File: src/rtl/pll_frequency_word_builder_unit_defines.svh
// Assertion macros shared by the frequency word builder RTL.
`ifndef PLL_FREQUENCY_WORD_BUILDER_UNIT_DEFINES_SVH
`define PLL_FREQUENCY_WORD_BUILDER_UNIT_DEFINES_SVH

// Same-cycle implication, checked outside reset.
`define PFWB_ASSERT_IMP(label, clk, rst, ante, cons) \
  label: assert property (@(posedge clk) disable iff (rst) (ante) |-> (cons)) \
    else $error("same-cycle implication failed");

// Next-cycle implication, checked outside reset.
`define PFWB_ASSERT_NXT(label, clk, rst, ante, cons) \
  label: assert property (@(posedge clk) disable iff (rst) (ante) |=> (cons)) \
    else $error("next-cycle implication failed");

`endif

File: src/rtl/pfwb_pkg.sv
`timescale 1ns / 1ps
package pfwb_pkg;

  localparam int KHZ_W  = 23;
  localparam int WORD_W = 32;

  localparam logic [KHZ_W-1:0] FREQ_MIN_KHZ = 23'd35000;
  localparam logic [KHZ_W-1:0] FREQ_MAX_KHZ = 23'd4400000;

  localparam logic [2:0] DIV_CODE_MAX = 3'd6;

  // Window of clamped kHz values for which the integer-MHz VCO frequency,
  // floor(khz / 1000) << code, lands in 2200..4400. Low bound inclusive,
  // high bound exclusive. Entries past the last code are never used.
  localparam logic [KHZ_W-1:0] WIN_LO [8] = '{
    23'd2200000, 23'd1100000, 23'd550000, 23'd275000,
    23'd138000,  23'd69000,   23'd0,      23'd0
  };
  localparam logic [KHZ_W-1:0] WIN_HI [8] = '{
    23'd4401000, 23'd2201000, 23'd1101000, 23'd551000,
    23'd276000,  23'd138000,  23'd0,       23'd0
  };

  // Reciprocals for divide-by-constant, both taken with a right shift of 34:
  // x / 25 for x below 2^29 and x / 1000 for x below 2^24.
  localparam int          RECIP_SHIFT = 34;
  localparam logic [29:0] RECIP_25    = 30'd687194768;
  localparam logic [29:0] RECIP_1000  = 30'd17179870;

  localparam logic [9:0]  MOD_FULL = 10'd1000;
  localparam logic [10:0] RECIP_5  = 11'd1639;  // x / 5 as (x * 1639) >> 13

  localparam logic [WORD_W-1:0] WORD_RF_OFF  = 32'h00EC801C;
  localparam logic [WORD_W-1:0] WORD_R1_BASE = 32'h08008001;
  localparam logic [WORD_W-1:0] WORD_R4_BASE = 32'h008C803C;
  localparam logic [WORD_W-1:0] WORD_R4_MASK = 32'hFFFFFFE7;

  typedef logic [3:0] step_t;

  typedef enum logic [3:0] {
    OP_LOAD,
    OP_TEST,
    OP_INC,
    OP_MUL25,
    OP_MUL1000,
    OP_FRAC,
    OP_RED5,
    OP_RED2,
    OP_EMIT
  } op_t;

  typedef enum logic [2:0] {
    COND_NONE,
    COND_ALWAYS,
    COND_FOUND,
    COND_CAN5,
    COND_CAN2
  } cond_t;

  typedef enum logic [1:0] {
    SEL_RF_OFF,
    SEL_R1,
    SEL_R0,
    SEL_R4
  } word_sel_t;

  typedef struct packed {
    op_t       op;
    cond_t     cond;
    step_t     target;
    word_sel_t sel;
    logic      last;
  } ctl_word_t;

  localparam step_t STEP_LOAD    = 4'd0;
  localparam step_t STEP_TEST    = 4'd1;
  localparam step_t STEP_INC     = 4'd2;
  localparam step_t STEP_MUL25   = 4'd3;
  localparam step_t STEP_MUL1000 = 4'd4;
  localparam step_t STEP_FRAC    = 4'd5;
  localparam step_t STEP_RED5    = 4'd6;
  localparam step_t STEP_RED2    = 4'd7;
  localparam step_t STEP_EMIT_OF = 4'd8;
  localparam step_t STEP_EMIT_R1 = 4'd9;
  localparam step_t STEP_EMIT_R0 = 4'd10;
  localparam step_t STEP_EMIT_R4 = 4'd11;

  // Program store: one control word per step. A true condition jumps to
  // the target, otherwise the step counter advances.
  function automatic ctl_word_t ucode(step_t step);
    ctl_word_t w;
    unique case (step)
      STEP_LOAD:    w = '{OP_LOAD,    COND_NONE,   STEP_LOAD,    SEL_RF_OFF, 1'b0};
      STEP_TEST:    w = '{OP_TEST,    COND_FOUND,  STEP_MUL25,   SEL_RF_OFF, 1'b0};
      STEP_INC:     w = '{OP_INC,     COND_ALWAYS, STEP_TEST,    SEL_RF_OFF, 1'b0};
      STEP_MUL25:   w = '{OP_MUL25,   COND_NONE,   STEP_LOAD,    SEL_RF_OFF, 1'b0};
      STEP_MUL1000: w = '{OP_MUL1000, COND_NONE,   STEP_LOAD,    SEL_RF_OFF, 1'b0};
      STEP_FRAC:    w = '{OP_FRAC,    COND_NONE,   STEP_LOAD,    SEL_RF_OFF, 1'b0};
      STEP_RED5:    w = '{OP_RED5,    COND_CAN5,   STEP_RED5,    SEL_RF_OFF, 1'b0};
      STEP_RED2:    w = '{OP_RED2,    COND_CAN2,   STEP_RED2,    SEL_RF_OFF, 1'b0};
      STEP_EMIT_OF: w = '{OP_EMIT,    COND_NONE,   STEP_LOAD,    SEL_RF_OFF, 1'b0};
      STEP_EMIT_R1: w = '{OP_EMIT,    COND_NONE,   STEP_LOAD,    SEL_R1,     1'b0};
      STEP_EMIT_R0: w = '{OP_EMIT,    COND_NONE,   STEP_LOAD,    SEL_R0,     1'b0};
      STEP_EMIT_R4: w = '{OP_EMIT,    COND_ALWAYS, STEP_LOAD,    SEL_R4,     1'b1};
      default:      w = '{OP_TEST,    COND_ALWAYS, STEP_LOAD,    SEL_RF_OFF, 1'b0};
    endcase
    return w;
  endfunction

  // Quotient of a 10-bit value by 5.
  function automatic logic [9:0] div5(logic [9:0] x);
    logic [20:0] p;
    p = 21'(x) * 21'(RECIP_5);
    return 10'(p[20:13]);
  endfunction

endpackage

File: src/rtl/pll_frequency_word_builder_unit.sv
`timescale 1ns / 1ps
// Frequency word builder: each freq_khz transaction (clamped to 35000..4400000 kHz)
// yields four 32-bit synthesizer words in order: RF-off, R1 (modulus), R0 (INT and
// FRAC), R4 (output divider code); last_word marks the fourth. A small microcode
// program steps one shared 30x30 multiplier and a few registers: 1 load step,
// one test step per divider code tried plus one increment step per code passed
// over (1 to 13), 3 arithmetic steps, one step per divide-by-5 or divide-by-2
// reduction plus one each (2 to 8), and 4 emit steps, so 11 to 29 steps per
// transaction; emit steps wait while the output is stalled.
// A new frequency is taken only at the load step.
`include "pll_frequency_word_builder_unit_defines.svh"

module pll_frequency_word_builder_unit
  import pfwb_pkg::*;
(
  input  logic                clk,
  input  logic                rst,
  input  logic                freq_valid,
  output logic                freq_stall,
  input  logic [KHZ_W-1:0]    freq_khz,
  output logic                word_valid,
  input  logic                word_stall,
  output logic [WORD_W-1:0]   reg_word,
  output logic                last_word
);

  step_t     pc;
  step_t     pc_next;
  ctl_word_t ctl;

  logic [KHZ_W-1:0] khz_q;
  logic [2:0]       code_q;
  logic [23:0]      acc_q;
  logic [13:0]      int_q;
  logic [9:0]       frac_q;
  logic [9:0]       mod_q;

  logic [KHZ_W-1:0]  khz_clamped;
  logic [28:0]       khz_shifted;
  logic [29:0]       mul_a;
  logic [29:0]       mul_b;
  logic [58:0]       prod;
  logic [23:0]       frac_wide;
  logic [9:0]        frac_div5;
  logic [9:0]        mod_div5;
  logic              found;
  logic              can5;
  logic              can2;
  logic              slot_free;
  logic              hold;
  logic              cond_true;
  logic [WORD_W-1:0] word_sel_val;

  assign ctl = ucode(pc);

  always_comb begin
    khz_clamped = freq_khz;
    if (freq_khz < FREQ_MIN_KHZ) begin
      khz_clamped = FREQ_MIN_KHZ;
    end else if (freq_khz > FREQ_MAX_KHZ) begin
      khz_clamped = FREQ_MAX_KHZ;
    end
  end

  assign found = (code_q == DIV_CODE_MAX) ||
                 ((khz_q >= WIN_LO[code_q]) && (khz_q < WIN_HI[code_q]));

  // Shared multiplier: reciprocal of 25 on the shifted frequency, or of 1000 on acc_q.
  assign khz_shifted = 29'(khz_q) << code_q;
  assign mul_a = (ctl.op == OP_MUL1000) ? 30'(acc_q) : 30'(khz_shifted);
  assign mul_b = (ctl.op == OP_MUL1000) ? RECIP_1000 : RECIP_25;
  assign prod  = 59'(mul_a) * 59'(mul_b);

  assign frac_wide = acc_q - (24'(int_q) * 24'd1000);

  assign frac_div5 = div5(frac_q);
  assign mod_div5  = div5(mod_q);
  assign can5 = ((12'(frac_div5) * 12'd5) == 12'(frac_q)) &&
                ((12'(mod_div5) * 12'd5) == 12'(mod_q));
  assign can2 = !frac_q[0] && !mod_q[0];

  assign slot_free  = !word_valid || !word_stall;
  assign freq_stall = (ctl.op != OP_LOAD);

  always_comb begin
    case (ctl.cond)
      COND_ALWAYS: cond_true = 1'b1;
      COND_FOUND:  cond_true = found;
      COND_CAN5:   cond_true = can5;
      COND_CAN2:   cond_true = can2;
      default:     cond_true = 1'b0;
    endcase
  end

  // Hold on the load step until a frequency arrives and on emit steps until the
  // output register frees up.
  assign hold = ((ctl.op == OP_LOAD) && !freq_valid) ||
                ((ctl.op == OP_EMIT) && !slot_free);

  always_comb begin
    if (hold) begin
      pc_next = pc;
    end else if (cond_true) begin
      pc_next = ctl.target;
    end else begin
      pc_next = pc + 4'd1;
    end
  end

  always_ff @(posedge clk) begin
    if (rst) begin
      pc <= STEP_LOAD;
    end else begin
      pc <= pc_next;
    end
  end

  always_ff @(posedge clk) begin
    unique case (ctl.op)
      OP_LOAD: begin
        if (freq_valid) begin
          khz_q  <= khz_clamped;
          code_q <= '0;
        end
      end
      OP_INC:     code_q <= code_q + 3'd1;
      OP_MUL25:   acc_q  <= prod[RECIP_SHIFT+23:RECIP_SHIFT];
      OP_MUL1000: int_q  <= prod[RECIP_SHIFT+13:RECIP_SHIFT];
      OP_FRAC: begin
        frac_q <= frac_wide[9:0];
        mod_q  <= MOD_FULL;
      end
      OP_RED5: begin
        if (can5) begin
          frac_q <= frac_div5;
          mod_q  <= mod_div5;
        end
      end
      OP_RED2: begin
        if (can2) begin
          frac_q <= frac_q >> 1;
          mod_q  <= mod_q >> 1;
        end
      end
      default: begin
      end
    endcase
  end

  always_comb begin
    unique case (ctl.sel)
      SEL_RF_OFF: word_sel_val = WORD_RF_OFF;
      SEL_R1:     word_sel_val = WORD_R1_BASE + {19'd0, mod_q, 3'd0};
      SEL_R0:     word_sel_val = {3'd0, int_q, 15'd0} + {19'd0, frac_q, 3'd0};
      SEL_R4:     word_sel_val = (WORD_R4_BASE + {9'd0, code_q, 20'd0}) & WORD_R4_MASK;
      default:    word_sel_val = WORD_RF_OFF;
    endcase
  end

  // Output register: load on an emit step when free, drop once taken.
  always_ff @(posedge clk) begin
    if (rst) begin
      word_valid <= 1'b0;
    end else if ((ctl.op == OP_EMIT) && slot_free) begin
      word_valid <= 1'b1;
    end else if (!word_stall) begin
      word_valid <= 1'b0;
    end
  end

  always_ff @(posedge clk) begin
    if ((ctl.op == OP_EMIT) && slot_free) begin
      reg_word  <= word_sel_val;
      last_word <= ctl.last;
    end
  end

  `PFWB_ASSERT_NXT(a_accept_starts_search, clk, rst, freq_valid && !freq_stall, pc == STEP_TEST)
  `PFWB_ASSERT_IMP(a_idle_holds_last_only, clk, rst, (ctl.op == OP_LOAD) && word_valid, last_word)
  `PFWB_ASSERT_IMP(a_divider_found, clk, rst, ctl.op == OP_MUL25, found)
  `PFWB_ASSERT_IMP(a_frac_below_mod, clk, rst, ctl.op == OP_EMIT, frac_q < mod_q)

endmodule
File: config.mk
export PLATFORM = sky130hd
export DESIGN_NAME = pll_frequency_word_builder_unit
export DESIGN_NICKNAME = d
export VERILOG_FILES = /design/src/rtl/pfwb_pkg.sv /design/src/rtl/pll_frequency_word_builder_unit.sv
export VERILOG_INCLUDE_DIRS = /design/src /design/src/rtl
export SDC_FILE = /design/constraint.sdc
export NUM_CORES = 2
export LEC_CHECK = 0
export BUFFER_PORTS_ARGS = -buffer_cell sky130_fd_sc_hd__buf_2
export CORE_ASPECT_RATIO = 0.9
export CORE_MARGIN = 10
export CORE_UTILIZATION = 55
export DETAILED_ROUTE_END_ITERATION = 8
export PLACE_DENSITY = 0.71
export SYNTH_ARGS = -nofsm -noshare
export SYNTH_HDL_FRONTEND = slang
export SYNTH_SLANG_ARGS = --single-unit
File: constraint.sdc
create_clock -name clk -period 15.7 [get_ports clk]
set_input_delay 2.355 -clock clk [delete_from_list [all_inputs] [get_ports clk]]
set_output_delay 2.355 -clock clk [all_outputs]
set_load 0.05 [all_outputs]
# Word level (Yosys, flattened, before mapping)
# Memory sizes are Yosys's and may differ from the RTL's. A register that Yosys moved wholly into a read port is not among the register bits.
# Index checks and enable logic that the tools add are counted.
# word_totals
regBits,122
romBits,576
in_bits,27
output_inout_bits,35
elab_cells,100
n_memories,3
# op_classes
add_sub_neg,6
mul,6
magnitude_cmp,5
eq_ne,21
shifts,1
n_mux,22
bitwise,1
reduce_logical,24
# mem_list
name,words,width,rd,rd_clocked_by_memory_dff,wr,line_no,text
(no name shown),16,13,1,1,0,pfwb_pkg.sv:92,unique case (step)
(no name shown),8,23,1,0,0,pll_frequency_word_builder_unit.sv:66,((khz_q >= WIN_LO[code_q]) && (khz_q < WIN_HI[code_q]));
(no name shown),8,23,1,0,0,pll_frequency_word_builder_unit.sv:66,
# op_table
op,count
$pmux W32 S4,1
$mux W23,5
$pmux W10 S3,2
$mul A29 B30 Y58,1
$mul A10 B11 Y21 const B,2
$mux W10,4
$add A29 B13 Y30,1
$mux W30,1
$add A28 B13 Y29 const A,1
$mux W29,1
$shl A23 B3 Y29,1
$add A24 B23 Y25 const A,1
$ge A23 B23 Y1,1
$gt A23 B23 Y1 const B,1
$lt A23 B16 Y1 const B,1
$lt A23 B23 Y1,1
$eq A11 B10 Y1,2
$mul A8 B3 Y11 const B,2
$eq A4 B3 Y1 const B,4
$mul A14 B7 Y7 const B,1
$mux W4,3
$sub A10 B10 Y10,1
$eq A4 B2 Y1 const B,2
$eq A3 B2 Y1 const B,2
26 further kinds,44

# Depth between registers and ports, before layout
# logic_depth
ltp_word,11
mapped_depth,40
ltp_nobuf,40

# Worst setup path after synthesis
# No wires, ideal clock.
# synth_timing
path_kind,reg2reg
start,register frac_q[7]
end,"register frac_q[0], enable pin"
setup_time_ns,0.397
arrival_ns,8.627
required_ns,15.303
slack_ns,6.676
stages_incl_launch_ff,32
n_path_buf,0
synth_period_minus_slack_ns,9.024
path_cell_list,edfxtp_1 fa_1 inv_1 fa_1 fa_1 inv_1 fa_1 fa_1 ha_1 a21o_1 a21oi_1 o221ai_1 nor2_1 nor2b_1 o21a_1 o21a_1 nor2_1 xnor2_1 inv_1 ha_1 inv_1 fa_1 nor2b_1 o21a_1 nor2_2 xnor2_1 or4_1 or4b_1 nor4b_2 nand4_2 o31a_1 nor2_1
# synth_between
elab_chain_cells,6
# synth_rtl
item,line_no,text
from (decl),pll_frequency_word_builder_unit.sv:35,logic [9:0] frac_q;
from (signal assigned),pll_frequency_word_builder_unit.sv:130,frac_q <= frac_wide[9:0];
from (signal assigned),pll_frequency_word_builder_unit.sv:135,frac_q <= frac_div5;
from (signal assigned),pll_frequency_word_builder_unit.sv:141,frac_q <= frac_q >> 1;
$mul A10 B11 Y21,pfwb_pkg.sv:113,p = 21'(x) * 21'(RECIP_5);
$mul A8 B3 Y11,pll_frequency_word_builder_unit.sv:78,assign can5 = ((12'(frac_div5) * 12'd5) == 12'(frac_q)) &&
$eq A11 B10 Y1 *,pll_frequency_word_builder_unit.sv:78,
$logic_and A1 B1 Y1 *,pll_frequency_word_builder_unit.sv:78,
$ne A2 B2 Y1 (no source line) *,n/a,
$reduce_and A3 Y1 (no source line) *,n/a,
# Mark *: on every way between the ends. The rest lies on a longest branch, timed or not.
# A chain may end at the register's enable or synchronous reset.

# Worst setup path in the final report
# layout_timing
start,"register, netlist name ctl[10]"
end,"register acc_q[22], data pin"
# layout_between
elab_chain_cells,3
word_cells_on_any_way,4
cone_classes,1 x mul; 1 x eq/ne; 2 x mux
# layout_rtl
item,line_no,text
$eq A4 B3 Y1 *,"pll_frequency_word_builder_unit.sv:70, pll_frequency_word_builder_unit.sv:71",
$mux W29 or $mux W30 (tied branches),"pll_frequency_word_builder_unit.sv:70, pll_frequency_word_builder_unit.sv:71",
$mul A29 B30 Y58 *,pll_frequency_word_builder_unit.sv:72,assign prod = 59'(mul_a) * 59'(mul_b);
net prod[56],pll_frequency_word_builder_unit.sv:42,logic [58:0] prod;
to (signal assigned),pll_frequency_word_builder_unit.sv:127,OP_MUL25: acc_q <= prod[RECIP_SHIFT+23:RECIP_SHIFT];
to (decl),pll_frequency_word_builder_unit.sv:33,logic [23:0] acc_q;
# Mark *: on every way through the listed nets, which the timed path passes. The rest lies on a longest branch.

==> flow_metrics.py <==
metrics = {
    "die": {
        "die_w_um": 266,
        "fp-row-count": 81,
        "start_util": 0.553,
        "die_area_um2": 64200,
        "core_um2": 54100,
        "dieHeight_um": 241,
        "io_pins": 62,
    },
    "global_route": {
        "antenna_found_initial": 5,
        "overflow": 0,
        "grt_pass1_wl_mm": 131,
        "grt_pass1_vias": 22300,
        "grt_max_degree": 57,
        "grt_use_total": 0.271,
    },
    "sta": {
        "tightest_slew_ns": 1.10,
        "min_period_over_period": 0.676,
        "setup_viol": 0,
        "whs_ns": 0.418,
        "layout_min_cycle_time_ns": 10.62,
        "finalSetupTns_ns": 0,
        "final-max-slew-violation-count": 0,
        "clock.fmax_ghz": 0.0942,
        "relSlewSlack": 0.263,
        "hold_viol_final": 0,
        "finClkSkew_ns": 0.0107,
        "rsz0062_at_grt": "no",
    },
    "clock_network": {
        "ctsRootBufferMaster": "clkbuf_16",
        "ctsHoldBuffers": 0,
        "cts_tree": "done",
        "cts_max_level": 4,
        "clk_pin_slew_worst_paths_ns": 0.06,
        "clk_latency_ns": 0.46,
        "cts_resized": 0,
        "cts_inserted_buffers": 17,
        "clock_sinks": 129,
        "post_cts_buffers": 0,
        "cts.path.max_buffers": 2,
    },
    "critical_path": {
        "critical_path_required_ns": 15.91,
        "crit_type": "reg2reg",
        "path_common_cell": "fa_1",
        "crit_slowest_cell": "a211oi_1",
        "crit_path_end_kind": "flip-flop",
        "critPathBufInv": 6,
        "crit_arrival_ns": 10.83,
        "slowest_delay_ns": 0.92,
        "worstSetupStartpointType": "flip-flop",
        "cp_max_fo": 56,
        "path_delay_family": "adder cells",
    },
    "synthesis": {
        "syn_area_um2": 29900,
        "ys_warn_count": 0,
        "synthArstFlopShare": 0,
        "ys_seq_area_frac": 0.123,
        "ys_ff_latch": 129,
        "synth_edf_count": 111,
        "syn_avg_cell_area_um2": 10.2,
        "ys_types": 81,
        "synth_cells": 2931,
        "ys.flop_type": "edfxtp_1",
    },
    "placement": {
        "io_buffer_count": 55,
        "hpwlAfterDp_mm": 74.3,
        "gp_congestion": 1.05,
    },
    "cells_and_area": {
        "diodes": 0,
        "area_delta_synth_final_pct": 6.11,
        "nets": 4114,
        "drive_above_1_share": 0.0510,
    },
    "detailed_routing": {
        "dr.pass1.iters": 5,
        "via_per_inst": 5.58,
        "totalWireLength_mm": 84.1,
        "drc": 0,
        "final_antenna_net_count": 0,
        "drt-wirelength-per-cell_um": 22.6,
        "dr_total_vias": 20800,
        "drt-initial-drc-count": 1556,
    },
    "job": {
        "maxCapViolCount": 0,
    },
    "status": {
        "status": "completed",
    },
    "hold_path": {
        "min_path_type": "reg2reg",
    },
}
registers in the layout (all words and copies together), names as in the netlist:
name        cells
last_word       1
word_valid      1
khz_q          23
mod_q          10
pc              4
reg_word       26
frac_q         10
int_q          14
ctl            13
acc_q          24
code_q          3
through the flow:
stage | utilization | area, µm² | setup slack, ns | instances
final | 0.587 | 31800 | 5.08 | 3722
after global placement | 0.575 | 31100 | 5.35 | 3690
after floorplan | - | 30100 | 6.68 | 2963
after CTS | 0.587 | 31800 | 5.21 | 3722
after global routing | 0.587 | 31800 | 4.62 | 3722
after detailed placement | 0.575 | 31100 | 5.24 | 3690
cell usage in the layout (no fill, tap or decap), types with 25 or more instances in the layout:
cell type / count
a21oi_1: 106
and2_1: 35
edfxtp_1: 111
xnor2_1: 62
nand3_1: 27
o21ai_0: 42
ha_1: 566
nand2_1: 129
fa_1: 517
conb_1: 34
mux2i_1: 25
buf_2: 55
nor2_1: 111
inv_1: 775
a21o_1: 56
area by class of cell:
class / instances / area (µm²)
clock inverter: 15 / 208
tap: 705 / 882
clock buffer: 17 / 425
fill: 4665 / 22400
timing repair buffer: 69 / 380
sequential: 129 / 3690
inverter: 779 / 2920
multi-input combinational: 2008 / 23200
cell usage after synthesis, types with 5 or more instances:
cell type  instances  area share
a2111o_1           5      0.0019
a211o_1            6      0.0018
a211oi_1          13      0.0033
a21o_1            56       0.014
a21oi_1          107       0.018
a22oi_1            8      0.0020
a31oi_1            9      0.0019
and2_1            35      0.0073
and3_1            12      0.0025
buf_1              7     0.00088
buf_4              6      0.0015
clkbuf_1          34      0.0043
dfxtp_1           18       0.012
edfxtp_1         111        0.11
fa_1             517        0.35
ha_1             566        0.24
inv_1            776       0.097
mux2_2             6      0.0023
mux2i_1           25      0.0084
mux4_2            11      0.0083
nand2_1          129       0.016
nand2b_1          10      0.0021
nand3_1           27      0.0045
nand3b_1           7      0.0018
nand4_1           15      0.0031
nor2_1           111       0.014
nor2b_1           19      0.0040
nor3_1            19      0.0032
nor3b_1            5      0.0013
o2111ai_1          5      0.0015
o211ai_1           6      0.0015
o21a_1            17      0.0043
o21ai_0           42      0.0070
o21bai_1           6      0.0015
o31ai_1            6      0.0015
or2_2             21      0.0044
or4_1              6      0.0015
xnor2_1           62       0.018
xor2_1            20      0.0059
per-layer routing:
| layer | GRT usage | vias to the layer above | share of wire |
|---|---|---|---|
| li1 | - | 9489 | - |
| met5 | 0 | - | 0.00050 |
| met3 | 0.0479 | 124 | 0.070 |
| met2 | 0.441 | 688 | 0.46 |
| met1 | 0.368 | 10500 | 0.44 |
| met4 | 0.0798 | 6 | 0.029 |
worst paths after layout:
| path | from | end | slack [ns] | cells past startpoint |
|---|---|---|---|---|
| setup / recovery | ctl[10] | acc_q[22] | 5.08 | 28 |
| hold / removal | ctl[0] | last_word | 0.42 | 0 |
| setup reg to reg | ctl[10] | acc_q[22] | 5.08 | 28 |
| hold reg to reg | ctl[0] | last_word | 0.42 | 0 |
cell families after synthesis:
| group | synth area share |
|---|---|
| AOI/OAI and AO/OA | 0.0736 |
| other | 0.000251 |
| muxes | 0.0189 |
| DFF | 0.123 |
| and+or+nand+nor | 0.0717 |
| xor gates and xnor gates | 0.0255 |
| adders and majority gates | 0.582 |
| buffers and inverters | 0.104 |
Power is left out: the tool's default activity adds up to more than one toggle a clock period on the data nets, which glitch-free logic cannot reach.
